## src/pcn_pkg.sv

```systemverilog
`default_nettype none
// ----------------------------------------------------------------------------
// pcn_pkg: shared definitions of the phase correlation normalizer
// Widths, CORDIC constants, the arctangent table and the control records
// that travel between the front end, the queue and the CORDIC units.
// ----------------------------------------------------------------------------
package pcn_pkg;

  // default parameter values
  localparam int BIN_COUNT_DEF    = 4096;
  localparam int SAMPLE_WIDTH_DEF = 32;
  localparam int CORDIC_STEPS_DEF = 16;

  // fixed field widths
  localparam int BIN_W   = 12;
  localparam int ANGLE_W = 32;
  localparam int Q14_W   = 16;
  localparam int ROT_W   = 33;
  localparam int ATAN_W  = 5;

  localparam int QUEUE_DEPTH = 2;

  // binary angles, a full turn is 2^32
  localparam logic [ANGLE_W-1:0] HALF_TURN    = 32'h8000_0000;
  localparam logic [ANGLE_W-1:0] QUARTER_TURN = 32'h4000_0000;

  // 1/K scaled by 2^30, start vector of the rotation
  localparam logic signed [ROT_W-1:0] INV_GAIN = 33'sh0_26DD_3B6A;
  localparam logic signed [Q14_W-1:0] Q14_ONE  = 16'sd16384;

  // per-item control record
  typedef struct packed {
    logic [BIN_W-1:0] bin;
    logic             last;
    logic             null_pair;  // current or reference bin is all zero
  } item_ctrl_t;

  // vectoring result handed to the rotation unit
  typedef struct packed {
    item_ctrl_t         ctrl;
    logic [ANGLE_W-1:0] angle;
  } phase_diff_t;

  // iterative CORDIC unit sequencing
  typedef enum logic [1:0] {
    CS_IDLE,
    CS_RUN,
    CS_DONE
  } cordic_state_t;

  // atan(2^-i) as a binary angle
  function automatic logic [ANGLE_W-1:0] atan_lookup(input logic [ATAN_W-1:0] step);
    logic [ANGLE_W-1:0] a;
    case (step)
      5'd0:    a = 32'h2000_0000;
      5'd1:    a = 32'h12E4_051E;
      5'd2:    a = 32'h09FB_385B;
      5'd3:    a = 32'h0511_11D4;
      5'd4:    a = 32'h028B_0D43;
      5'd5:    a = 32'h0145_D7E1;
      5'd6:    a = 32'h00A2_F61E;
      5'd7:    a = 32'h0051_7C55;
      5'd8:    a = 32'h0028_BE53;
      5'd9:    a = 32'h0014_5F2F;
      5'd10:   a = 32'h000A_2F98;
      5'd11:   a = 32'h0005_17CC;
      5'd12:   a = 32'h0002_8BE6;
      5'd13:   a = 32'h0001_45F3;
      5'd14:   a = 32'h0000_A2F9;
      5'd15:   a = 32'h0000_517C;
      5'd16:   a = 32'h0000_28BE;
      5'd17:   a = 32'h0000_145F;
      5'd18:   a = 32'h0000_0A2F;
      5'd19:   a = 32'h0000_0517;
      5'd20:   a = 32'h0000_028B;
      5'd21:   a = 32'h0000_0145;
      5'd22:   a = 32'h0000_00A2;
      5'd23:   a = 32'h0000_0051;
      default: a = '0;
    endcase
    return a;
  endfunction

endpackage
`default_nettype wire

```

## src/pcn_queue.sv

```systemverilog
`default_nettype none
// ----------------------------------------------------------------------------
// pcn_queue: short FIFO between front end and CORDIC back end
// Lets the intake and the CORDIC units stall independently.
// ----------------------------------------------------------------------------
module pcn_queue import pcn_pkg::*; #(
  parameter int WIDTH = 8
) (
  input  wire logic             clk,
  input  wire logic             rst_n,
  input  wire logic             wr_valid,
  output logic                  wr_ready,
  input  wire logic [WIDTH-1:0] wr_data,
  output logic                  rd_valid,
  input  wire logic             rd_ready,
  output logic [WIDTH-1:0]      rd_data
);

  localparam int PW = (QUEUE_DEPTH > 1) ? $clog2(QUEUE_DEPTH) : 1;
  localparam int CW = $clog2(QUEUE_DEPTH + 1);

  logic [WIDTH-1:0] slot_r [QUEUE_DEPTH];
  logic [PW-1:0]    wr_ptr_r;
  logic [PW-1:0]    rd_ptr_r;
  logic [CW-1:0]    count_r;

  logic push;
  logic pop;

  assign wr_ready = count_r != CW'(QUEUE_DEPTH);
  assign rd_valid = count_r != '0;
  assign rd_data  = slot_r[rd_ptr_r];
  assign push     = wr_valid && wr_ready;
  assign pop      = rd_valid && rd_ready;

  // storage
  always_ff @(posedge clk) begin
    if (push) begin
      slot_r[wr_ptr_r] <= wr_data;
    end
  end

  // pointers and fill count
  always_ff @(posedge clk) begin
    if (!rst_n) begin
      wr_ptr_r <= '0;
      rd_ptr_r <= '0;
      count_r  <= '0;
    end else begin
      if (push) begin
        wr_ptr_r <= (wr_ptr_r == PW'(QUEUE_DEPTH - 1)) ? '0 : wr_ptr_r + 1'b1;
      end
      if (pop) begin
        rd_ptr_r <= (rd_ptr_r == PW'(QUEUE_DEPTH - 1)) ? '0 : rd_ptr_r + 1'b1;
      end
      if (push && !pop) begin
        count_r <= count_r + 1'b1;
      end else if (pop && !push) begin
        count_r <= count_r - 1'b1;
      end
    end
  end

  a_count_bound: assert property (@(posedge clk) disable iff (!rst_n)
    count_r <= CW'(QUEUE_DEPTH))
    else $error("pcn_queue: fill count beyond depth");

  a_empty_ptrs: assert property (@(posedge clk) disable iff (!rst_n)
    count_r == '0 |-> wr_ptr_r == rd_ptr_r)
    else $error("pcn_queue: empty queue with unequal pointers");

endmodule
`default_nettype wire

```

## config.mk

```make
export PLATFORM = sky130hd
export DESIGN_NAME = pcn_queue
export DESIGN_NICKNAME = d
export VERILOG_FILES = /design/src/pcn_pkg.sv /design/src/pcn_queue.sv
export SDC_FILE = /design/constraint.sdc
export NUM_CORES = 1
export LEC_CHECK = 0
export ABC_CLOCK_PERIOD_IN_PS = 1900
export BUFFER_PORTS_ARGS = -buffer_cell sky130_fd_sc_hd__buf_2
export CAP_MARGIN = 25
export CORE_MARGIN = 3
export CORE_UTILIZATION = 25
export CTS_CLUSTER_SIZE = 28
export DETAILED_ROUTE_END_ITERATION = 8
export PLACE_DENSITY_LB_ADDON = 0.3
export SETUP_SLACK_MARGIN = 0.05
export SLEW_MARGIN = 0
export SYNTH_ARGS = -nofsm -noshare
export SYNTH_HDL_FRONTEND = slang
export SYNTH_SLANG_ARGS = --single-unit
```

## constraint.sdc

```tcl
create_clock -name clk -period 1.9 [get_ports clk]
set_input_delay 0.19 -clock clk [delete_from_list [all_inputs] [get_ports clk]]
set_output_delay 0.19 -clock clk [all_outputs]
set_load 0.05 [all_outputs]
```

Word level (Yosys, flattened, before mapping) --
Memories as Yosys holds them, arrays and structs flattened. A register that Yosys moved wholly into a read port is not among the register bits. Index checks and enable logic that the tools add are counted.
Word-level totals: bits in registers 4, latch bits 0, bits in writable memories 16, ROM bits 0, input port bits 12, output and inout bits 10, word-level logic and storage cells 25, memories 1
Memory list:
- slot_r | depth 2, width 8, read ports 1, clocked after memory_dff 1, write ports 1, line pcn_queue.sv:22 | logic [WIDTH-1:0] slot_r [QUEUE_DEPTH];
Operators by class: $add $sub $neg 4, multiply operators 0, divide/modulo/power cells 0, $lt $le $gt $ge 0, eq/ne operators 1, shifts and indexed selects 0, muxes and demuxes 8, bitwise gates (word level) 0, reduce and logical (&&, ||, !) cells 8
Operator list (count):
- two-way mux 1 bit | 6
- logical AND 1 bit | 4
- two-way mux 2 bit | 2
- nonzero test 2 bit | 2
- adder 1 bit (second input constant) | 2
- adder 2 x 1 -> 2 bit (second input constant) | 1
- zero test 1 bit | 2
- != test 2 bit (second input constant) | 1
- subtractor 2 x 1 -> 2 bit (second input constant) | 1

Logic depth before layout (Yosys ltp) --
depth in word-level cells 6, depth in mapped cells 6, depth with buffers taken out 6

Worst setup path before layout --
OpenSTA, ideal clock, no wires.
path type reg-to-reg, start point reg count_r[0], end point reg count_r[1], setup time 0.070 ns, arrival time 1.529 ns, data required time 1.830 ns, setup slack 0.302 ns, stages on the path, launching flop included 6, buffers on the path 0, period minus slack after synthesis 1.598 ns, cells stage by stage dfxtp_1 -> nand2b_4 -> and2_1 -> ha_1 -> or3_1 -> a21oi_1
Between the ends: word-level cells in the longest chain between the ends 5, elaborated cells between the ends (all ways) 13, those cells by class add/sub (2); eq/ne (1); mux (2); reduce/logical (8)
Ends and longest elaborated chain:
- from (decl) | line pcn_queue.sv:25 | logic [CW-1:0] count_r;
- from (signal assigned) | line pcn_queue.sv:57 | count_r <= count_r + 1'b1;
- from (signal assigned) | line pcn_queue.sv:59 | count_r <= count_r - 1'b1;
- != test 2 bit * | line pcn_queue.sv:30 | assign wr_ready = count_r != CW'(QUEUE_DEPTH);
- via wr_ready | line pcn_queue.sv:12 | output logic wr_ready,
- logical AND 1 bit * | line pcn_queue.sv:33 | assign push = wr_valid && wr_ready;
- zero test 1 bit | line pcn_queue.sv:58 | end else if (pop && !push) begin
- logical AND 1 bit | line pcn_queue.sv:58
- nonzero test 2 bit (no line)
The timed path passes the listed nets; every way through them passes the cells marked *. The select of a mux whose other input is x is not followed. A chain may end at the register's enable or synchronous reset.

==> metrics.md <==
| Metric | Value |
|---|---|
| Outcome | `completed` |
| Drt wl/cell | `11.2 µm` |
| Adder-Cell Fraction of Synth Area | `1.55%` |
| Synth top area cells | `edfxtp_1, dfxtp_1, mux2_2` |
| Synth cell types | `17` |
| Vias in the first global route | `487` |
| Combinational power share | `41.1%` |
| Buf+Inv Stages, Crit Path | `1` |
| Routed Wire Length | `1330 µm` |
| # H-tree levels | `1` |
| Max_cap viols | `0` |
| Layout cells sized above 1 | `roughly half` |
| GRT overflow | `0` |
| Initial Utilization | `about a quarter` |
| Post_cts resized | `0` |
| Slew HR | `74.6%` |
| Total number of vias | `453` |
| Part of the Yosys area used for sequential elements | `71.7%` |
| Clock Sinks | `21` |
| Worst-path maximum fanout | `8` |
| Complex-gate fraction of the synthesized area | `under 10%` |
| Post-synth EDFFs | `16` |
| Core ar. | `3080 µm²` |
| CTS tree | `yes` |
| DRC | `0` |
| Hold WC Path Type | `in2reg` |
| I/O pin cnt | `22` |
| Hold path start | `wr_data[2]` |
| CTS Buffer Depth | `2` |
| Crit-path cells | `mux2_2, buf_2` |
| Critical R2R Capture | `count_r[1]` |
| Seq pwr share | `44.5%` |
| Die width | `62.9 µm` |
| Post-Layout Cell Count | `118` |
| Final Hold Viols | `0` |
| Synthesized area per cell | `16.2 µm²` |
| Routed Antenna Nets | `0` |
| Most common cell in the netlist | `edfxtp_1` |
| Crit path capture type | `output port` |
| Setup skew after layout | `0.00730 ns` |
| Iteration-0 DRC Markers | `5` |
| Synthesized instance count | `50` |
| Gr usage total | `7.10%` |
| R2R Setup Slk | `~0.32 ns` |
| Synth cell count leaders | `edfxtp_1, mux2_2, dfxtp_1` |
| # setup viols final | `0` |
| Hold Path End | `slot_r[1][2]` |
| CP max-delay cell | `dfxtp_1` |
| Worst-margin pin slew | `0.380 ns` |
| NetSw | `between 0.0005 and 0.0006 W` |
| RSZ-0062 raised after global routing | `no` |
| Slowest Stage Delay on Critical Path | `0.56 ns` |
| Sw Ratio | `between 40 and 50%` |
| FP Rows | `20` |
| Final Wtd Congestion | `0.677` |
| Worst path arrival time | `around 1.5 ns` |
| Slew Limit Fails | `0` |
| Post-Synth Simple-Gate Area | `7.11%` |
| Antenna violations before repair | `0` |
| Syn nets | `63` |
| Drt via density | `3.84` |
| Final core utilization | `32.2%` |
| Area leader, netlist | `edfxtp_1` |
| Num CTS Buffers | `3` |
| Worst path depth | `2` |
| Worst EP required | `1.71 ns` |
| Setup TNS | `0 ns` |
| DRT Pass-1 Iters | `4` |
| F_max | `610 MHz` |
| Crit path launch type | `flop` |
| Nets | `88` |
| Post-synthesis async set-or-reset flop share | `0%` |
| Top-area cell type share of the netlist area | `59.4%` |
| Main synth FF type | `edfxtp_1` |
| Xor/xnor share of the synthesized area | `3.25%` |
| Hold path depth | `1` |
| Port Buffers | `21` |
| Final Cycle Share | `86.3%` |
| PD cells | `~1500 nW/µm²` |
| DP Cell Count | `114` |
| Clock Latency Late Sink | `0.30 ns` |
| Worst reg-to-reg path cell count | `5` |
| Number of synthesized register bits | `21` |
| First-pass GRT wire length | `2100 µm` |
| Largest family of logic cells by synthesized area | `multiplexers` |
| Yosys warns | `0` |
| Die area | `a little under 4000 µm²` |
| P_leak | `0.390 nW` |
| Pint | `0.000854 W` |
| N_diodes | `0` |
| Clock root cell | `clkbuf_4` |
| Die height | `~63 µm` |
| Setup bufs post-CTS | `0` |
| Synthesized cell area | `810 µm²` |
| Crit Path Class | `reg2out` |
| Clock network fraction of total power | `between 10 and 15%` |
| Multiplexer share of the synthesized area | `11.1%` |
| Peak VDD IR | `864 µV` |
| Fillers | `312` |
| Area grow syn2layout | `22.6%` |
| Largest net degree at the start of global routing | `13` |
| Final Critical Period | `roughly 1.6 ns` |
| Hold-fix buffers at CTS | `0` |
| Worst path top cell family by delay | `flip-flops` |
| FF-to-FF Start | `count_r[0]` |
| Reg clk slew, reported paths | `0.12 ns` |
layout by cell type, fill, tap and decap left out, drive strengths merged:
cell    count
a21bo       1
a21oi       2
and2        1
and3        1
buf        21
clkbuf      3
clkinv      1
dfxtp       5
edfxtp     16
ha          1
inv         2
mux2        8
nand2b      1
nand3b      1
nor2        3
o21ai       2
or2         1
or3         1
xor2        3
cell type report:
cell class | instances | area (µm²) | area share [%]
clock buffers | 3 | 22.5 | 2.27
clock inverters | 1 | 5.00 | 0.504
inverters | 2 | 7.51 | 0.757
multi-input cells | 26 | 216 | 21.8
flip-flops and latches | 21 | 581 | 58.5
well taps | 44 | 55.1 | 5.55
repair buffers | 21 | 105 | 10.6
registers in the layout (all words and copies together) (netlist names), named ones only:
| signal | count |
|---|---|
| slot_r | 16 |
| wr_ptr_r | 1 |
| count_r | 2 |
| rd_ptr_r | 1 |
cell families (layout without fill, tap and decap cells):
kind of cell / after synthesis / count (layout)
flip-flops: 21 / 21
XOR/XNOR: 3 / 3
AND/OR/NAND/NOR: 9 / 9
AO/OA/AOI/OAI: 5 / 5
adder cells (fa/ha/maj): 1 / 1
multiplexers: 8 / 8
buffers and inverters: 3 / 27
power groups by stage:
stage | sequential [W] | combinational, W | clock [W]
6_report | 0.000644 | 0.000596 | 0.000209
4_1_cts | 0.000648 | 0.000605 | 0.000217
3_5_place_dp | 0.000658 | 0.000602 | 0
3_3_place_gp | 0.000653 | 0.000594 | 0
2_1_floorplan | 0.000624 | 0.000511 | 0
5_1_grt | 0.000658 | 0.000639 | 0.000238
worst register-to-register path: cells and delay by family (launching register included):
family | cells | cell delay (ns)
compound gates | 1 | 0.14
simple gates | 3 | 0.71
flops | 1 | 0.37
fa+ha+maj | 1 | 0.30
worst max path at each step:
stage / endpoint / startpoint / slack [ns]
6_report: rd_data[2] / flop / 0.26
5_1_grt: rd_data[4] / flop / 0.14
4_1_cts: rd_data[0] / flop / 0.21
3_5_place_dp: count_r[1] / count_r[0] / 0.34
3_3_place_gp: count_r[1] / count_r[0] / 0.40
2_1_floorplan: count_r[1] / count_r[0] / 0.30
stage by stage:
step                      hold WS, ns  setup WS [ns]  power (W)  cell area [µm²]
after floorplan                 0.289          0.302    0.00114              810
after global placement          0.383          0.397    0.00125              965
after detailed placement        0.382          0.338    0.00126              965
after CTS                      0.0609          0.207    0.00147              992
after global routing           0.0545          0.145    0.00153              992
final                          0.0686          0.260    0.00145              992
routing by layer:
| metal | share of wire [%] | routed length (µm) | up-vias | global-route usage (%) |
|---|---|---|---|---|
| li1 | - | - | 228 | - |
| met1 | 42 | 554 | 203 | 7.46 |
| met2 | 47 | 622 | 20 | 11.6 |
| met3 | 11 | 140 | 2 | 4.32 |
| met4 | 0.60 | 8 | 0 | 2.48 |
| met5 | 0 | 0 | - | 0 |
Note: power is estimated with default switching activity, not from simulation.
