## config.mk

```make
export PLATFORM = sky130hd
export DESIGN_NAME = pcn_vector
export DESIGN_NICKNAME = d
export VERILOG_FILES = /design/src/pcn_pkg.sv /design/src/pcn_vector.sv
export SDC_FILE = /design/constraint.sdc
export NUM_CORES = 2
export LEC_CHECK = 0
export ABC_AREA = 1
export BUFFER_PORTS_ARGS = -buffer_cell sky130_fd_sc_hd__buf_2
export CORE_ASPECT_RATIO = 1.75
export CORE_UTILIZATION = 65
export CTS_BUF_LIST = sky130_fd_sc_hd__clkbuf_4 sky130_fd_sc_hd__clkbuf_8
export DETAILED_ROUTE_END_ITERATION = 8
export PLACE_DENSITY = 0.9
export SETUP_SLACK_MARGIN = 0.3
export SYNTH_ARGS = -nofsm -noshare
export SYNTH_HDL_FRONTEND = slang
export SYNTH_SLANG_ARGS = --single-unit
```

## constraint.sdc

```tcl
create_clock -name clk -period 8.4 [get_ports clk]
set_clock_uncertainty 0.1 [all_clocks]
set_input_delay 1.68 -clock clk [delete_from_list [all_inputs] [get_ports clk]]
set_output_delay 1.68 -clock clk [all_outputs]
set_load 0.1 [all_outputs]
```

## src/pcn_pkg.sv

```systemverilog
`default_nettype none
// ----------------------------------------------------------------------------
// pcn_pkg: shared definitions of the phase correlation normalizer
// Widths, CORDIC constants, the arctangent table and the control records
// that travel between the front end, the queue and the CORDIC units.
// ----------------------------------------------------------------------------
package pcn_pkg;

  // default parameter values
  localparam int BIN_COUNT_DEF    = 4096;
  localparam int SAMPLE_WIDTH_DEF = 32;
  localparam int CORDIC_STEPS_DEF = 16;

  // fixed field widths
  localparam int BIN_W   = 12;
  localparam int ANGLE_W = 32;
  localparam int Q14_W   = 16;
  localparam int ROT_W   = 33;
  localparam int ATAN_W  = 5;

  localparam int QUEUE_DEPTH = 2;

  // binary angles, a full turn is 2^32
  localparam logic [ANGLE_W-1:0] HALF_TURN    = 32'h8000_0000;
  localparam logic [ANGLE_W-1:0] QUARTER_TURN = 32'h4000_0000;

  // 1/K scaled by 2^30, start vector of the rotation
  localparam logic signed [ROT_W-1:0] INV_GAIN = 33'sh0_26DD_3B6A;
  localparam logic signed [Q14_W-1:0] Q14_ONE  = 16'sd16384;

  // per-item control record
  typedef struct packed {
    logic [BIN_W-1:0] bin;
    logic             last;
    logic             null_pair;  // current or reference bin is all zero
  } item_ctrl_t;

  // vectoring result handed to the rotation unit
  typedef struct packed {
    item_ctrl_t         ctrl;
    logic [ANGLE_W-1:0] angle;
  } phase_diff_t;

  // iterative CORDIC unit sequencing
  typedef enum logic [1:0] {
    CS_IDLE,
    CS_RUN,
    CS_DONE
  } cordic_state_t;

  // atan(2^-i) as a binary angle
  function automatic logic [ANGLE_W-1:0] atan_lookup(input logic [ATAN_W-1:0] step);
    logic [ANGLE_W-1:0] a;
    case (step)
      5'd0:    a = 32'h2000_0000;
      5'd1:    a = 32'h12E4_051E;
      5'd2:    a = 32'h09FB_385B;
      5'd3:    a = 32'h0511_11D4;
      5'd4:    a = 32'h028B_0D43;
      5'd5:    a = 32'h0145_D7E1;
      5'd6:    a = 32'h00A2_F61E;
      5'd7:    a = 32'h0051_7C55;
      5'd8:    a = 32'h0028_BE53;
      5'd9:    a = 32'h0014_5F2F;
      5'd10:   a = 32'h000A_2F98;
      5'd11:   a = 32'h0005_17CC;
      5'd12:   a = 32'h0002_8BE6;
      5'd13:   a = 32'h0001_45F3;
      5'd14:   a = 32'h0000_A2F9;
      5'd15:   a = 32'h0000_517C;
      5'd16:   a = 32'h0000_28BE;
      5'd17:   a = 32'h0000_145F;
      5'd18:   a = 32'h0000_0A2F;
      5'd19:   a = 32'h0000_0517;
      5'd20:   a = 32'h0000_028B;
      5'd21:   a = 32'h0000_0145;
      5'd22:   a = 32'h0000_00A2;
      5'd23:   a = 32'h0000_0051;
      default: a = '0;
    endcase
    return a;
  endfunction

endpackage
`default_nettype wire

```

## src/pcn_vector.sv

```systemverilog
`default_nettype none
// ----------------------------------------------------------------------------
// pcn_vector: two-lane iterative CORDIC vectoring
// Finds the angles of the current and reference bins, one micro-rotation per
// cycle in each lane, and hands on their difference.
// ----------------------------------------------------------------------------
module pcn_vector import pcn_pkg::*; #(
  parameter int SAMPLE_WIDTH = SAMPLE_WIDTH_DEF,
  parameter int CORDIC_STEPS = CORDIC_STEPS_DEF
) (
  input  wire logic                        clk,
  input  wire logic                        rst_n,
  input  wire logic                        q_valid,
  output logic                             q_ready,
  input  wire item_ctrl_t                  q_ctrl,
  input  wire logic [4*SAMPLE_WIDTH-1:0]   q_data,
  output logic                             res_valid,
  input  wire logic                        res_ready,
  output phase_diff_t                      res
);

  // sign, negation and CORDIC gain headroom
  localparam int XW = SAMPLE_WIDTH + 3;
  localparam int CW = $clog2(CORDIC_STEPS);

  cordic_state_t state_r, state_nxt;
  logic [CW-1:0] cnt_r;
  item_ctrl_t    ctrl_r;

  // lane 0: current bin, lane 1: reference bin
  logic signed [XW-1:0]      x_r   [2];
  logic signed [XW-1:0]      y_r   [2];
  logic [ANGLE_W-1:0]        z_r   [2];
  logic signed [XW-1:0]      x_nxt [2];
  logic signed [XW-1:0]      y_nxt [2];
  logic [ANGLE_W-1:0]        z_nxt [2];
  logic signed [XW-1:0]      ld_x  [2];
  logic signed [XW-1:0]      ld_y  [2];
  logic [ANGLE_W-1:0]        ld_z  [2];
  logic signed [XW-1:0]      xs    [2];
  logic signed [XW-1:0]      ys    [2];
  logic signed [SAMPLE_WIDTH-1:0] in_re [2];
  logic signed [SAMPLE_WIDTH-1:0] in_im [2];

  logic               last_step;
  logic               load;
  logic [ANGLE_W-1:0] atan_a;

  assign last_step = cnt_r == CW'(CORDIC_STEPS - 1);
  assign load      = (state_r == CS_IDLE) && q_valid;
  assign atan_a    = atan_lookup(ATAN_W'(cnt_r));

  assign in_re[0] = q_data[4*SAMPLE_WIDTH-1:3*SAMPLE_WIDTH];
  assign in_im[0] = q_data[3*SAMPLE_WIDTH-1:2*SAMPLE_WIDTH];
  assign in_re[1] = q_data[2*SAMPLE_WIDTH-1:SAMPLE_WIDTH];
  assign in_im[1] = q_data[SAMPLE_WIDTH-1:0];

  // lane datapath: pre-rotation into the right half plane, then one step
  always_comb begin
    for (int l = 0; l < 2; l++) begin
      ld_x[l] = XW'(in_re[l]);
      ld_y[l] = XW'(in_im[l]);
      ld_z[l] = '0;
      if (ld_x[l][XW-1]) begin
        ld_x[l] = -XW'(in_re[l]);
        ld_y[l] = -XW'(in_im[l]);
        ld_z[l] = HALF_TURN;
      end
      xs[l] = x_r[l] >>> cnt_r;
      ys[l] = y_r[l] >>> cnt_r;
      if (!y_r[l][XW-1]) begin
        x_nxt[l] = x_r[l] + ys[l];
        y_nxt[l] = y_r[l] - xs[l];
        z_nxt[l] = z_r[l] + atan_a;
      end else begin
        x_nxt[l] = x_r[l] - ys[l];
        y_nxt[l] = y_r[l] + xs[l];
        z_nxt[l] = z_r[l] - atan_a;
      end
    end
  end

  // sequencing
  always_ff @(posedge clk) begin
    if (!rst_n) begin
      state_r <= CS_IDLE;
    end else begin
      state_r <= state_nxt;
    end
  end

  always_comb begin
    state_nxt = state_r;
    q_ready   = 1'b0;
    res_valid = 1'b0;
    case (state_r)
      CS_IDLE: begin
        q_ready = 1'b1;
        if (q_valid) begin
          state_nxt = CS_RUN;
        end
      end
      CS_RUN: begin
        if (last_step) begin
          state_nxt = CS_DONE;
        end
      end
      CS_DONE: begin
        res_valid = 1'b1;
        if (res_ready) begin
          state_nxt = CS_IDLE;
        end
      end
      default: state_nxt = CS_IDLE;
    endcase
  end

  // lane registers and step counter
  always_ff @(posedge clk) begin
    if (load) begin
      cnt_r  <= '0;
      ctrl_r <= q_ctrl;
      for (int l = 0; l < 2; l++) begin
        x_r[l] <= ld_x[l];
        y_r[l] <= ld_y[l];
        z_r[l] <= ld_z[l];
      end
    end else if (state_r == CS_RUN) begin
      cnt_r <= cnt_r + 1'b1;
      for (int l = 0; l < 2; l++) begin
        x_r[l] <= x_nxt[l];
        y_r[l] <= y_nxt[l];
        z_r[l] <= z_nxt[l];
      end
    end
  end

  // phase of current minus phase of reference, wraps at a full turn
  always_comb begin
    res.ctrl  = ctrl_r;
    res.angle = z_r[0] - z_r[1];
  end

endmodule
`default_nettype wire

```

### Yosys cells after proc, flatten, opt, wreduce, memory -nomap -nowiden

Memories as Yosys holds them, arrays and structs flattened. A register that Yosys moved wholly into a read port is not among the register bits.
Index checks and enable logic that the tools add are counted.

* register bits: 20
* RAM bits: 204
* memory bits (read-only): 480
* input port bits: 146
* logic and storage cells: 77
* memories: 4

Memories
* (name not given): depth 16, width 30, rd ports 1, clocked after memory_dff 1, wr ports 0, RTL line pcn_pkg.sv:54 `case (step)`
* x_r: depth 2, width 35, rd ports 2, clocked after memory_dff 0, wr ports 2, RTL line pcn_vector.sv:31 `logic signed [XW-1:0] x_r [2];`
* y_r: depth 2, width 35, rd ports 2, clocked after memory_dff 0, wr ports 2, RTL line pcn_vector.sv:32 `logic signed [XW-1:0] y_r [2];`
* z_r: depth 2, width 32, rd ports 2, clocked after memory_dff 0, wr ports 2, RTL line pcn_vector.sv:33 `logic [ANGLE_W-1:0] z_r [2];`

* $add $sub $neg: 18
* equality and inequality tests: 6
* shift-type cells: 4
* mux-type cells: 31
* bitwise gates (word level): 6
* reductions and logical operators: 3

Operators by type and width (number)
* 35-bit 2-to-1 mux: 12
* 32-bit 2-to-1 mux: 6
* 35-bit adder: 4
* 32-bit negation with 35-bit output: 4
* 35-bit by 4-bit >>> shifter with 35-bit output: 4
* 35-bit subtractor: 4
* 32-bit subtractor: 3
* 32-bit adder: 2
* 4-bit 2-to-1 mux: 2
* 1-bit 2-to-1 mux: 7
* 2-bit 2-to-1 mux: 3
* 2-bit inequality test (second input constant): 3
* 1-bit OR: 6
* 2-bit case mux with 3 select lines: 1
* 4-bit by 1-bit adder with 4-bit output (second input constant): 1
* 4-bit equality test (second input constant): 1
* 3-bit AND reduction: 1
* 2-bit by 1-bit equality test with 1-bit output (second input constant): 1
* 2-bit equality test (second input constant): 1
* 2-bit zero test: 1
* 1-bit logical AND: 1

### Depth between registers and ports, before layout

* depth after elaboration: 5
* gate-level depth with buffers: 34
* mapped depth without buffers: 32

### Worst setup path before layout

No wires, ideal clock.

* path kind: reg2reg
* start: register state_r[1]
* end: memory x_r[0][0] (netlist name) (enable)
* setup time: 0.572 ns
* arrival time: 6.294 ns
* slack: 1.434 ns
* stages on the path, launching flop included: 4
* buffers on the path: 0
* clock period less this slack: 6.966 ns
* cell sequence: dfxtp_1 nor2_1 nand2_1 nand2_1

RTL lines
* from (decl): RTL line pcn_vector.sv:26 `cordic_state_t state_r, state_nxt;`
* from (signal assigned): RTL line pcn_vector.sv:88 `state_r <= state_nxt;`
* to (decl): RTL line pcn_vector.sv:31

==> impl_metrics.toml <==
[status]
outcome = "finished clean"

[pwr]
powerDensity_nw_per_um2 = 454.5
switching_share_pct = 62.29
p_switching_mw = 11.06
ir_worst_vdd_mv = 0.5877
p_int_mw = 6.696
clockPowerShare_pct = 8.2
power.share.sequential_pct = 13.4
leakage_nw = 18.20
p_comb_share_pct = 78.4

[placed_design]
numPortBuffers = 193
dpl_cell_area_um2 = 38020
place_ws_ns = 1.826
place_congestion = 1.086
dp_hpwl_um = 108400

[floorplan]
num_io_pins = 194
rows = 115
fp.dieW_um = 182.2
core_area_um2 = 56120
die-area_um2 = 57830
die-height_um = 317.4
start_util_pct = 65.83

[critical_path]
path_class = "flip-flop to flip-flop"
worstPathRequired_ns = 8.73
arrival_ns = 7.67
critPathMaxStageDelay_ns = 1.02
reg2regPathDepth = 30
critPathSlowestCell = "nor4_1"
cp-start-kind = "flip-flop"
endpoint_kind = "flip-flop"
cpMostUsedCell = "nand2_1"
worstPathMaxFanout = 88

[timing]
finalSetupTns_ns = 0
drv_slew = 0
rsz0062_at_grt = "false"
tightest_slew_ns = 1.345
worst_slack_ns = 1.066
hold_viol = 0
fin_crit_ns = 7.334
relSlewSlack_pct = 9.527
fmax_mhz = 136.3
finalCritPeriodShare_pct = 87.31
finalSetupViolations = 0

[layout]
layout_commonest_cell = "nand2_1"
drive_gt1_share_pct = 7.279
syn2layout_area_growth_pct = 5.758
n_fill_cell = 5272
final_area_um2 = 39070
most-common-layout-cells = "nand2_1, nand3_1, inv_1, nor2_1, o21ai_0"
nets = 6508

[synth]
synth_seq_cells = 254
syn_avg_cell_area_um2 = 6.102
syn_inst = 6054
synth_edf_count = 218
synthesis.area_um2 = 36940
yosysSeqAreaShare_pct = 19.67
yosysWarnings = 0
syn-num-nets = 6454
synth_async_sr_flop_share_pct = 0
synth_ff_type = "edfxtp_1"
synth.distinct_cells = 70

[cts]
cts_setup_buffers = 0
ctsResizeCount = 0
cts.root.buffer_cell = "clkbuf_8"
clk_latency_ns = 0.72
clkSlewWorstSetupHoldPaths_ns = 0.08
ctsHoldBuffers = 0
clockBufferDepth = 3
clock_sinks = 254
htreeDepth = 2
numCtsBuffers = 42
cts_tree = "yes"

[global_routing]
grt-ovfl-total = 0
grt_pass1_wl_um = 214200
antenna_found_initial = 5
grt_pass1_vias = 41510
grtUsageTotal_pct = 47.37
grt_max_degree = 144

[flow_run]
cap_viol_max_count = 0

[detailed_routing]
drt-pass1-iter-count = 8
drtIter0Drc = 4230
drc_errors = 0
vias = 43360
viasPerCell = 6.332
wl_per_cell_um = 20.26
ant_nets = 0
wirelength_um = 138700

[hold_path]
hold_depth = 2
hold_class = "flip-flop to flip-flop"
[registers in the layout, indices dropped and copies added (netlist names)]
signal and count:
state_r 2, res 14, x_r 70, atan_a 30, z_r 64, y_r 70, cnt_r 4
[path summary, 6_finish.rpt]
check,startpoint,slack (ns),end
worst max-delay path,cnt_r[0],1.07,y_r[0][33]
worst max register to register,cnt_r[0],1.07,y_r[0][33]
worst min-delay path,state_r[0],0.61,state_r[1]
worst min register to register,state_r[0],0.61,state_r[1]
[Yosys cell counts (all sizes together) (55+ instances only)]
cell / number / area share (%)
o21ai: 553 / 7.9
nand4: 55 / 0.93
buf: 132 / 2.0
clkbuf: 77 / 0.78
nor2: 599 / 6.4
nand3: 676 / 9.3
nor3: 89 / 1.3
ha: 247 / 8.4
xnor2: 86 / 2.0
edfxtp: 218 / 18
o211ai: 73 / 1.5
xor2: 143 / 3.4
inv: 635 / 6.5
a21oi: 451 / 6.1
nand2: 1643 / 17
[final cells by class]
class                           count  area [um^2]  area share (%)
Tap cell                          702        878.3           2.248
Antenna cell                        4        10.01         0.02562
Sequential cell                   254         7282           18.64
Timing Repair Buffer              219         1186           3.036
Multi-Input combinational cell   4953        26260           67.22
Clock inverter                     30        404.1           1.034
Inverter                          638         2407           6.162
Clock buffer                       47        640.6           1.640
[critical path, delay by kind of cell (launching register included)]
family,cells,cell delay [ns]
AND/OR/NAND/NOR,17,3.61
buffers and inverters,6,1.07
flip-flops,1,0.88
AO/OA/AOI/OAI,3,0.46
adder cells (fa/ha/maj),2,0.51
XOR/XNOR,2,0.28
[power by group through the flow]
| stage | Sequential [mW] | Clock (mW) | Combinational (mW) |
|---|---|---|---|
| 6_report | 2.38 | 1.46 | 13.9 |
| 5_1_grt | 2.38 | 1.49 | 15.2 |
| 4_1_cts | 2.33 | 1.45 | 13.5 |
| 3_5_place_dp | 2.36 | 0 | 13.4 |
| 3_3_place_gp | 2.35 | 0 | 13.2 |
| 2_1_floorplan | 2.12 | 0 | 10.2 |
[stage by stage]
stage	total power [mW]	instances	utilization, %	hold WS (ns)
final	17.76	6847	69.62	0.6132
after global routing	19.04	6847	69.62	0.6483
after CTS	17.25	6843	69.61	0.6108
after detailed placement	15.72	6766	67.74	0.6033
after global placement	15.58	6766	67.74	0.5459
after floorplan	12.31	6054	-	0.5297
[layer usage]
metal,vias up,global-route usage (%),wire length (um)
met5,-,0,9
met4,2,50.15,16810
met3,899,10.59,11230
met2,2303,81.52,65590
met1,19520,45.32,45110
li1,20640,-,-
[kinds of logic (layout without fill, tap and decap cells)]
group,after synthesis,in the layout,share of synthesized area [%]
xor+xnor,229,229,5.429
flops,254,254,19.67
compound gates,1320,1320,20.42
buf+inv,847,934,9.283
simple gates,3150,3150,36.45
fa+ha+maj,254,254,8.745
other cells,0,4,0
Note: power is estimated with default switching activity, not from simulation.
